**src/hdl/crd_pkg.sv**
```systemverilog
`default_nettype none
// ----------------------------------------------------------------------------
// crd_pkg
// shared types, constants and register indexes for the clipping run detector
// ----------------------------------------------------------------------------
package crd_pkg;

   localparam int SAMPLE_BITS_DEFAULT = 16;
   localparam int COUNT_BITS_DEFAULT  = 32;

   localparam int CFG_BITS       = 16;
   localparam int OUT_BITS       = 32;
   localparam int OUT_FIELDS     = 4;
   localparam int CSR_INDEX_BITS = 2;

   // register indexes on the csr port
   localparam logic [CSR_INDEX_BITS-1:0] CSR_START_THRESHOLD = 2'd0;
   localparam logic [CSR_INDEX_BITS-1:0] CSR_STOP_THRESHOLD  = 2'd1;
   localparam logic [CSR_INDEX_BITS-1:0] CSR_CLIP_LEVEL      = 2'd2;

   localparam logic [CFG_BITS-1:0] START_THRESHOLD_RESET = 16'd3;
   localparam logic [CFG_BITS-1:0] STOP_THRESHOLD_RESET  = 16'd3;
   localparam logic [CFG_BITS-1:0] CLIP_LEVEL_RESET      = 16'd32767;

   localparam int QUEUE_DEPTH = 2;

   // one classified sample, front to back
   typedef struct packed {
      logic track_start;
      logic clipped;
   } item_type;

endpackage
`default_nettype wire

```
**src/hdl/clipping_run_detector.sv**
```systemverilog
`default_nettype none
// ----------------------------------------------------------------------------
// clipping_run_detector
// finds runs of clipped audio samples and reports each run closed by quiet samples; a track start drops an open run
// ----------------------------------------------------------------------------
//
//   channel   direction  transfer when            payload
//   req_*     in         req_tvalid & req_tready  tdata: sample; tuser: track_start
//   rsp_*     out        rsp_tvalid & rsp_tready  tdata: run_start, run_end,
//                                                 clipped_samples, run_length
//   csr_*     in         csr_valid & csr_ready    csr_index, csr_wdata
//
// one sample per cycle sustained while rsp is not stalled; the run counters in the back update
// once per sample, which sets the rate
// at the earliest, the closing sample's transfer writes the queue, and its run update then
// loads the output register and raises rsp_tvalid
// reset is synchronous: queue empty, run state and position zero, registers to
// their defaults; no clearing pass
// a stalled rsp holds the back, the two-entry queue absorbs the front, and
// req_tready falls only when the queue is full
//
module clipping_run_detector #(
   parameter int SAMPLE_BITS = crd_pkg::SAMPLE_BITS_DEFAULT,
   parameter int COUNT_BITS  = crd_pkg::COUNT_BITS_DEFAULT
) (
   input  wire logic                                     clock,
   input  wire logic                                     reset,
   // sample input
   input  wire logic                                     req_tvalid,
   output logic                                          req_tready,
   input  wire logic [((SAMPLE_BITS+7)/8)*8-1:0]         req_tdata,  // sample, zero pad
   input  wire logic                                     req_tuser,  // track_start
   // run reports
   output logic                                          rsp_tvalid,
   input  wire logic                                     rsp_tready,
   // run_start, run_end, clipped_samples, run_length (32 bits each)
   output logic [crd_pkg::OUT_FIELDS*crd_pkg::OUT_BITS-1:0] rsp_tdata,
   // register writes
   input  wire logic                                     csr_valid,
   output logic                                          csr_ready,
   input  wire logic [crd_pkg::CSR_INDEX_BITS-1:0]       csr_index,
   input  wire logic [crd_pkg::CFG_BITS-1:0]             csr_wdata
);

   logic [crd_pkg::CFG_BITS-1:0] start_threshold_ff;
   logic [crd_pkg::CFG_BITS-1:0] stop_threshold_ff;
   logic [crd_pkg::CFG_BITS-1:0] clip_level_ff;

   logic              item_valid;
   logic              item_ready;
   crd_pkg::item_type item;

   // register writes are always taken; unknown indexes are dropped
   assign csr_ready = 1'b1;

   always_ff @(posedge clock) begin
      if (reset) begin
         start_threshold_ff <= crd_pkg::START_THRESHOLD_RESET;
         stop_threshold_ff  <= crd_pkg::STOP_THRESHOLD_RESET;
         clip_level_ff      <= crd_pkg::CLIP_LEVEL_RESET;
      end else if (csr_valid && csr_ready) begin
         case (csr_index)
            crd_pkg::CSR_START_THRESHOLD: begin
               start_threshold_ff <= csr_wdata;
            end
            crd_pkg::CSR_STOP_THRESHOLD: begin
               stop_threshold_ff <= csr_wdata;
            end
            crd_pkg::CSR_CLIP_LEVEL: begin
               clip_level_ff <= csr_wdata;
            end
            default: begin
            end
         endcase
      end
   end

   // front: classify against clip level and queue
   crd_front #(
      .SAMPLE_BITS (SAMPLE_BITS)
   ) u_front (
      .clock       (clock),
      .reset       (reset),
      .clip_level  (clip_level_ff),
      .req_tvalid  (req_tvalid),
      .req_tready  (req_tready),
      .sample      (req_tdata[SAMPLE_BITS-1:0]),
      .track_start (req_tuser),
      .item_valid  (item_valid),
      .item        (item),
      .item_ready  (item_ready)
   );

   // back: run state and report register
   crd_back #(
      .COUNT_BITS (COUNT_BITS)
   ) u_back (
      .clock           (clock),
      .reset           (reset),
      .start_threshold (start_threshold_ff),
      .stop_threshold  (stop_threshold_ff),
      .item_valid      (item_valid),
      .item            (item),
      .item_ready      (item_ready),
      .rsp_tvalid      (rsp_tvalid),
      .rsp_tready      (rsp_tready),
      .rsp_tdata       (rsp_tdata)
   );

   // a waiting report blocks the back from taking another item
   a_back_holds: assert property (@(posedge clock) disable iff (reset)
      (rsp_tvalid && !rsp_tready) |-> !(item_valid && item_ready))
      else $error("back consumed an item while a report was stalled");

   // every report covers at least one clipped sample
   a_report_nonempty: assert property (@(posedge clock) disable iff (reset)
      rsp_tvalid |-> (rsp_tdata[3*crd_pkg::OUT_BITS-1:2*crd_pkg::OUT_BITS] != '0))
      else $error("report with zero clipped samples");

   // an accepted sample is visible to the back on the next cycle
   a_queue_fills: assert property (@(posedge clock) disable iff (reset)
      (req_tvalid && req_tready) |=> item_valid)
      else $error("accepted sample missing from queue");

endmodule
`default_nettype wire

```
**src/hdl/crd_front.sv**
```systemverilog
`default_nettype none
// ----------------------------------------------------------------------------
// crd_front
// accepts samples, classifies them as clipped and queues them for the back
// ----------------------------------------------------------------------------
module crd_front #(
   parameter int SAMPLE_BITS = crd_pkg::SAMPLE_BITS_DEFAULT
) (
   input  wire logic                          clock,
   input  wire logic                          reset,
   input  wire logic [crd_pkg::CFG_BITS-1:0]  clip_level,
   input  wire logic                          req_tvalid,
   output logic                               req_tready,
   input  wire logic signed [SAMPLE_BITS-1:0] sample,
   input  wire logic                          track_start,
   output logic                               item_valid,
   output crd_pkg::item_type                  item,
   input  wire logic                          item_ready
);

   localparam int DEPTH     = crd_pkg::QUEUE_DEPTH;
   localparam int PTR_BITS  = (DEPTH > 1) ? $clog2(DEPTH) : 1;
   localparam int CNT_BITS  = $clog2(DEPTH + 1);
   localparam int CMP_BITS  = (SAMPLE_BITS > crd_pkg::CFG_BITS) ? SAMPLE_BITS
                                                                : crd_pkg::CFG_BITS;

   logic [SAMPLE_BITS-1:0] magnitude;
   logic                   clipped;
   crd_pkg::item_type      new_item;

   crd_pkg::item_type      entries_ff [DEPTH];
   logic [PTR_BITS-1:0]    wr_ptr_ff, wr_ptr_in;
   logic [PTR_BITS-1:0]    rd_ptr_ff, rd_ptr_in;
   logic [CNT_BITS-1:0]    count_ff, count_in;
   logic                   push, pop;

   // magnitude of the most negative code is its unsigned pattern
   always_comb begin
      magnitude = sample[SAMPLE_BITS-1] ? (~sample + 1'b1) : sample;
      clipped   = CMP_BITS'(magnitude) >= CMP_BITS'(clip_level);
      new_item.clipped     = clipped;
      new_item.track_start = track_start;
   end

   assign req_tready = count_ff != CNT_BITS'(DEPTH);
   assign item_valid = count_ff != '0;
   assign item       = entries_ff[rd_ptr_ff];
   assign push       = req_tvalid && req_tready;
   assign pop        = item_valid && item_ready;

   always_comb begin
      wr_ptr_in = wr_ptr_ff;
      rd_ptr_in = rd_ptr_ff;
      count_in  = count_ff;
      if (push) begin
         wr_ptr_in = (wr_ptr_ff == PTR_BITS'(DEPTH - 1)) ? '0 : wr_ptr_ff + 1'b1;
      end
      if (pop) begin
         rd_ptr_in = (rd_ptr_ff == PTR_BITS'(DEPTH - 1)) ? '0 : rd_ptr_ff + 1'b1;
      end
      if (push && !pop) begin
         count_in = count_ff + 1'b1;
      end else if (pop && !push) begin
         count_in = count_ff - 1'b1;
      end
   end

   always_ff @(posedge clock) begin
      if (reset) begin
         wr_ptr_ff <= '0;
         rd_ptr_ff <= '0;
         count_ff  <= '0;
      end else begin
         wr_ptr_ff <= wr_ptr_in;
         rd_ptr_ff <= rd_ptr_in;
         count_ff  <= count_in;
      end
   end

   always_ff @(posedge clock) begin
      if (push) begin
         entries_ff[wr_ptr_ff] <= new_item;
      end
   end

endmodule
`default_nettype wire

```
**src/hdl/crd_back.sv**
```systemverilog
`default_nettype none
// ----------------------------------------------------------------------------
// crd_back
// run tracking state, report formation and the result output register
// ----------------------------------------------------------------------------
module crd_back #(
   parameter int COUNT_BITS = crd_pkg::COUNT_BITS_DEFAULT
) (
   input  wire logic                                             clock,
   input  wire logic                                             reset,
   input  wire logic [crd_pkg::CFG_BITS-1:0]                     start_threshold,
   input  wire logic [crd_pkg::CFG_BITS-1:0]                     stop_threshold,
   input  wire logic                                             item_valid,
   input  wire crd_pkg::item_type                                item,
   output logic                                                  item_ready,
   output logic                                                  rsp_tvalid,
   input  wire logic                                             rsp_tready,
   output logic [crd_pkg::OUT_FIELDS*crd_pkg::OUT_BITS-1:0]      rsp_tdata
);

   localparam int OB   = crd_pkg::OUT_BITS;
   localparam int CB   = crd_pkg::CFG_BITS;
   localparam int WIDE = (COUNT_BITS > OB) ? COUNT_BITS : OB;

   function automatic logic [COUNT_BITS-1:0] sat_inc(input logic [COUNT_BITS-1:0] v);
      return (&v) ? v : v + 1'b1;
   endfunction

   function automatic logic [COUNT_BITS-1:0] sat_sub(input logic [COUNT_BITS-1:0] a,
                                                     input logic [CB-1:0] b);
      logic [COUNT_BITS-1:0] bx;
      bx = COUNT_BITS'(b);
      return (a > bx) ? a - bx : '0;
   endfunction

   function automatic logic [OB-1:0] to_out(input logic [COUNT_BITS-1:0] v);
      logic [WIDE-1:0] x;
      x = WIDE'(v);
      return (x > WIDE'({OB{1'b1}})) ? {OB{1'b1}} : x[OB-1:0];
   endfunction

   logic [COUNT_BITS-1:0] position_ff, position_in;
   logic [COUNT_BITS-1:0] clipped_ff, clipped_in;
   logic [CB-1:0]         quiet_ff, quiet_in;
   logic [COUNT_BITS-1:0] total_ff, total_in;
   logic [COUNT_BITS-1:0] begin_ff, begin_in;
   logic                  rsp_valid_ff, rsp_valid_in;
   logic [crd_pkg::OUT_FIELDS*OB-1:0] rsp_data_ff, rsp_data_in;

   logic [CB-1:0]         st, sp, quiet_inc;
   logic [COUNT_BITS-1:0] cur, cc, rt, rb, total_inc;
   logic [CB-1:0]         qc;
   logic                  pop, emit;

   assign item_ready = !rsp_valid_ff || rsp_tready;
   assign pop        = item_valid && item_ready;
   assign rsp_tvalid = rsp_valid_ff;
   assign rsp_tdata  = rsp_data_ff;

   always_comb begin
      st   = (start_threshold == '0) ? CB'(1) : start_threshold;
      sp   = (stop_threshold == '0) ? CB'(1) : stop_threshold;
      // track start clears position and run state before the sample counts
      cur  = item.track_start ? '0 : position_ff;
      cc   = item.track_start ? '0 : clipped_ff;
      qc   = item.track_start ? '0 : quiet_ff;
      rt   = item.track_start ? '0 : total_ff;
      rb   = item.track_start ? '0 : begin_ff;
      quiet_inc = (&qc) ? qc : qc + 1'b1;
      total_inc = sat_inc(rt);
      emit = 1'b0;

      clipped_in = cc;
      quiet_in   = qc;
      total_in   = rt;
      begin_in   = rb;
      rsp_data_in = {to_out(sat_sub(total_inc, sp)), to_out(cc),
                     to_out(sat_sub(cur, sp)), to_out(rb)};

      if (item.clipped) begin
         clipped_in = sat_inc(cc);
         if (cc == '0) begin
            begin_in = cur;
            total_in = COUNT_BITS'(1);
         end else begin
            quiet_in = '0;
            total_in = total_inc;
         end
      end else if (cc >= COUNT_BITS'(st)) begin
         if (quiet_inc >= sp) begin
            emit       = 1'b1;
            clipped_in = '0;
            quiet_in   = '0;
            total_in   = '0;
            begin_in   = '0;
         end else begin
            quiet_in = quiet_inc;
            total_in = total_inc;
         end
      end else begin
         clipped_in = '0;
      end

      position_in = sat_inc(cur);

      rsp_valid_in = rsp_valid_ff && !rsp_tready;
      if (pop && emit) begin
         rsp_valid_in = 1'b1;
      end
   end

   always_ff @(posedge clock) begin
      if (reset) begin
         position_ff  <= '0;
         clipped_ff   <= '0;
         quiet_ff     <= '0;
         total_ff     <= '0;
         begin_ff     <= '0;
         rsp_valid_ff <= 1'b0;
      end else begin
         rsp_valid_ff <= rsp_valid_in;
         if (pop) begin
            position_ff <= position_in;
            clipped_ff  <= clipped_in;
            quiet_ff    <= quiet_in;
            total_ff    <= total_in;
            begin_ff    <= begin_in;
         end
      end
   end

   always_ff @(posedge clock) begin
      if (pop && emit) begin
         rsp_data_ff <= rsp_data_in;
      end
   end

endmodule
`default_nettype wire
```
**config.mk**
```make
export PLATFORM = sky130hd
export DESIGN_NAME = clipping_run_detector
export DESIGN_NICKNAME = d
export VERILOG_FILES = /design/src/hdl/crd_pkg.sv /design/src/hdl/clipping_run_detector.sv /design/src/hdl/crd_front.sv /design/src/hdl/crd_back.sv
export SDC_FILE = /design/constraint.sdc
export NUM_CORES = 1
export LEC_CHECK = 0
export ABC_AREA = 1
export BUFFER_PORTS_ARGS = -buffer_cell sky130_fd_sc_hd__buf_2
export CORE_ASPECT_RATIO = 2
export CORE_MARGIN = 3
export CORE_UTILIZATION = 55
export CTS_CLUSTER_DIAMETER = 60
export DETAILED_ROUTE_END_ITERATION = 16
export GPL_ROUTABILITY_DRIVEN = 0
export GPL_TIMING_DRIVEN = 1
export PLACE_DENSITY = 0.74
export SLEW_MARGIN = 20
export SYNTH_ARGS = -nofsm -noshare
export SYNTH_HDL_FRONTEND = slang
export SYNTH_SLANG_ARGS = --single-unit
export TNS_END_PERCENT = 50
```
**constraint.sdc**
```tcl
create_clock -name clock -period 15 [get_ports clock]
set_input_delay 3 -clock clock [delete_from_list [all_inputs] [get_ports clock]]
set_output_delay 3 -clock clock [all_outputs]
set_load 0.03 [all_outputs]
```
======== Word level (Yosys, flattened, before mapping) ========
Memories as Yosys holds them, arrays and structs flattened. A register that Yosys moved wholly into a read port is not among the register bits.
Index checks and enable logic that the tools add are counted.
cells by class
  reductions and logical operators ........ 24
  equal/unequal tests ..................... 3
  bitwise logic cells ..................... 1
  add/subtract/negate cells ............... 11
  magnitude comparators ................... 9
  div/mod/pow operators ................... 0
  multiply operators ...................... 0
  shift-type cells ........................ 0
  muxes and demuxes ....................... 41
operators by type and width
  kind                                            count
  two-way mux 32 bit                              20
  two-way mux 16 bit                              9
  > comparator 32 bit (second input constant)     4
  adder 32 x 1 -> 32 bit (second input constant)  3
  AND reduction 32 bit                            3
  > comparator 32 x 16 -> 1 bit                   2
  subtractor 32 x 16 -> 32 bit                    2
  adder 16 x 1 -> 16 bit (second input constant)  2
  greater-or-equal comparator 16 bit              2
  greater-or-equal comparator 32 x 16 -> 1 bit    1
  logical NOT 16 bit                              2
  logical NOT 32 bit                              1
  inverter 16 bit                                 1
  AND reduction 16 bit                            1
  two-way mux 1 bit                               10
  logical AND 1 bit                               6
  AND reduction 2 bit                             3
  logical NOT 1 bit                               4
  two-way mux 2 bit                               2
  nonzero test 2 bit                              2
  adder 1 bit (second input constant)             2
  adder 2 x 1 -> 2 bit (second input constant)    1
  == test 2 x 1 -> 1 bit (second input constant)  1
  == test 2 bit (second input constant)           1
  4 further kinds                                 4
storage, ports and cells
  bits in writable memories ............... 4
  latch bits .............................. 0
  bits of input ports ..................... 40
  output and inout port bits .............. 131
  bits in registers ....................... 325
  memories ................................ 1
  word-level logic and storage cells ...... 106
  bits in read-only memories .............. 0
memory list
  name                words  bits a word  read ports  clocked after Yosys merged registers in  wr ports  RTL line         source
  u_front.entries_ff  2      2            1           1                                        1         crd_front.sv:31  crd_pkg::item_type entries_ff [DEPTH];

======== Depth between registers and ports, before layout ========
  depth in word-level cells ............... 9
  gate-level depth with buffers ........... 34
  depth with buffers taken out ............ 27

======== Hierarchy ========
From an unflattened synthesis, not the netlist that was laid out.
second synthesis, totals
  cells, all modules ...................... 3154
  area, all modules ....................... 21733.3 um^2
modules (own cells, without submodules)
  module                 area an instance (um^2)  times used  cells each  sequential area each (um^2)
  crd_back               18479.0                  1           2677        6746.5
  clipping_run_detector  2019.4                   1           281         960.9
  crd_front              1234.9                   1           196         220.2

======== Least setup slack after synthesis ========
Ideal clock, no wire load.
  path kind ............................... register to register
  start ................................... register with a tool-made name
  end ..................................... register u_back.rsp_data_ff, in the netlist u_back.rsp_tdata[0] (enable)
  cell stages (with the launch flop) ...... 26
  path buffers ............................ 5
  path slack .............................. 1694 ps
  clock period less this slack ............ 13306 ps
  arrival time ............................ 12532 ps
  library setup time ...................... 774 ps
  cells stage by stage .................... dfxtp_1 nand2_2 nand2_8 buf_6 buf_6 buf_6 buf_2 buf_1 nor2_1 ha_1 nand2_1 nor2_1 nand3_1 nor2_4 nor2_1 nand3_1 nor2_1 nand2_1 xor2_1 ha_1 nand4_1 nor3_1 a21boi_0 nand2_1 nand2_1 nor3_1
RTL lines
  element               RTL line         source
  to (signal assigned)  crd_back.sv:134  rsp_data_ff <= rsp_data_in;
  to (decl)             crd_back.sv:48   logic [crd_pkg::OUT_FIELDS*OB-1:0] rsp_data_ff, rsp_data_in;

==> summary.txt <==
Setup path
  – Most frequent CP cell: nand2_1
  – FF-to-FF End: u_back.quiet_ff[4]
  – Worst path bufs/invs: 2
  – Worst Path Max Fanout: 47
  – Slowest library cell on the worst path: nand2_2
  – CP Class: register to register
  – CP endpoint kind: register
  – Max stage delay on crit path: 0.75 ns
  – CP required: 15.45 ns
  – Reg2reg path depth: 26
  – Reg2reg setup slack: just over 8 ns
  – Startpoint types: register
  – Worst EP arrival: 7.17 ns
  – Worst path top cell family by delay: simple AND/OR/NAND/NOR gates

Placed design
  – Port Buf Inserts: 169
  – DP Wirelength: 50600 um
  – Pre-CTS WS: 8.49 ns
  – Placed inst area: 22500 um2

STA
  – RSZ-0062 raised after global routing: no
  – Setup ws final: 8.28 ns
  – Final Hold Viols: 0
  – Setup TNS: 0 ns
  – FMAX: 0.149 GHz
  – Final Cycle Share: between 40% and 50%
  – Slew HR: between 20% and 30%
  – Max-slew violation count: 0
  – Setup Skew: 0.0353 ns
  – Final setup viols: 0
  – Final min period: slightly below 7 ns
  – Worst slew pin tran: around 1.1 ns

Die
  – Die Y: 286 um
  – Full die area: roughly 42000 um2
  – Die Span X: 146 um
  – Core Region: 38300 um2
  – IO Pins: between 150 and 200
  – Row count: around 100
  – Initial Util: between 50% and 60%

Synth
  – Yosys Warn Count: 0
  – Synth Flop Type: dfxtp_1
  – Post-Synth Simple-Gate Area: a little over a quarter
  – Async S/R FF share, synth: 0%
  – Mux contribution to synthesized area: less than 1%
  – Synthesized Nets: 3149
  – Mapped Area: 21500 um2
  – Compound-Gate Fraction of Synth Area: 16.2%
  – Seq/Total Area, Yosys: 36.9%
  – Largest family of logic cells by synthesized area: simple AND/OR/NAND/NOR gates
  – Distinct cells, synth: 57
  – Syn Inst Count: 3021
  – Synth Register Bits: 330
  – Post-synthesis adder-cell area fraction: under 10%
  – Xor/xnor cell area share of the yosys netlist: 4.44%
  – Number of flops mapped to enable cells by yosys: 132
  – Avg Inst Size Synth: 7.12 um2

Power
  – Power density over the cells: 190 nW/um2
  – Flop pwr share: 28.9%
  – Peak supply drop: 0.180 mV
  – Switching share of power: 49.2%
  – P_int: 2.27 mW
  – Power, Total: 4.47 mW
  – NetSw: 2.20 mW
  – Combinational share of power: 52.8%
  – Leak: 9.93 nW
  – Clock power share: 18.3%

Detailed routing
  – Final wirelength: 69700 um
  – Vias: approximately 22000
  – Antenna Nets Post-Route: 0
  – # DRC: 0
  – Wirelength per Cell: approximately 19 um
  – Pre-antenna DRT Iters: 8
  – DRT iter0 DRCs: 2026
  – Mean number of vias per cell: 6.01

Clocking
  – CTS Hold Bufs: 0
  – Clk buf depth: 3
  – CTS root buf: clkbuf_16
  – # H-tree levels: 1
  – Clk_lat worst skew: 0.61 ns
  – Sink Count: 330
  – Post-CTS Resized: 0
  – Clk pin slew, worst setup/hold paths: 0.07 ns
  – Num CTS Buffers: 30
  – Setup Fix Bufs, Post-CTS: 0
  – CTS tree: built

Worst hold path
  – Min-delay src: u_front.rd_ptr_ff
  – Min-delay worst type: register to register
  – WHS Path Cells: 1

Finish
  – N_diodes: 0
  – Layout Cell Area excl Fill: between 20000 and 25000 um2
  – Most frequent cells in the layout: 526 x nand2_1, 399 x inv_1, 340 x nor2_1, 262 x o21ai_0, 248 x a21oi_1
  – Ratio of cells with drive above 1 in the final layout: 10.7%
  – Layout Utilization: 61.6%
  – Commonest non-fill, non-tap cell in the layout: nand2_1
  – Area grow syn2layout: 9.66%
  – Fill count: between 3000 and 4000
  – Final net count: approximately 3200

Global routing
  – Initial antenna violation count: 0
  – Overflow after GRT: 0
  – First-pass GRT wire length: 108000 um
  – Vias in the first global route: 21200
  – Gr usage total: 32.1%
  – Largest net degree at the start of global routing: 123

Run status
  – Status: finished clean

Run
  – Max Cap Viol: 0
-- synth_stat cells (56+ instances only) --
library cell    n  area, um2
xor2_1         77        674
ha_1           86       1080
inv_1         402       1510
nor3_1         71        355
nand4_1        56        350
o21ai_0       262       1310
a21oi_1       249       1250
nand3_1       183        916
nor2_1        340       1280
clkbuf_1       90        338
edfxtp_1      132       3960
a31oi_1        67        419
nand2_1       527       1980
dfxtp_1       198       3960
-- flip-flops by register name, summed over array words and instances, names as in the netlist, 32 cells and up, named ones only --
signal	flops
u_back.position_ff	32
u_back.clipped_ff	32
u_back.total_ff	32
u_back.rsp_tdata	128
u_back.begin_ff	32
-- cells by family (layout without fill, tap and decap cells) --
logic type               after synthesis  after routing
multiplexers                           1              1
AO/OA/AOI/OAI                        648            648
buffers and inverters                545            656
flip-flops                           330            330
other                                  1              1
adder cells (fa/ha/maj)               88             88
AND/OR/NAND/NOR                     1299           1299
XOR/XNOR                             109            109
-- power by group through the flow --
stage               clock network [mW]  logic [mW]  registers, mW
floorplan                            0        1.68           1.38
global placement                     0        2.23           1.30
detailed placement                   0        2.29           1.30
CTS                              0.828        2.31           1.29
global route                     0.855        2.59           1.31
finish                           0.817        2.36           1.29
-- layer usage --
| layer | GRT usage (%) | vias up | share of wire [%] |
|---|---|---|---|
| li1 | - | 10300 | - |
| met1 | 33.6 | 10100 | 34 |
| met2 | 57.1 | 1208 | 50 |
| met3 | 5.20 | 402 | 7.9 |
| met4 | 24.3 | 0 | 8.7 |
| met5 | 0 | - | 0 |
-- layout make-up --
type / count / area (um2) / area share [%]
well taps: 515 / 644 / 2.73
clock inverters: 18 / 238 / 1.01
flip-flops and latches: 330 / 7930 / 33.6
multi-input cells: 2146 / 11400 / 48.5
inverters: 415 / 1560 / 6.62
repair buffers: 185 / 973 / 4.13
clock buffers: 38 / 801 / 3.40
-- worst max path at each step --
stage,startpoint,to,cells after the start
after floorplan,register,u_back.rsp_tdata[0],25
after global placement,register,u_back.quiet_ff[7],26
after detailed placement,register,u_back.quiet_ff[4],26
after CTS,register,u_back.quiet_ff[4],26
after global routing,register,u_back.clipped_ff[12],25
final,register,u_back.quiet_ff[4],26
-- metrics by stage --
step / cells / hold slack, ns
after global routing: 3647 / 0.475
after floorplan: 3021 / 0.426
after detailed placement: 3591 / 0.444
final: 3647 / 0.452
after CTS: 3647 / 0.455
after global placement: 3591 / 0.436
Note: power is estimated with default switching activity, not from simulation.
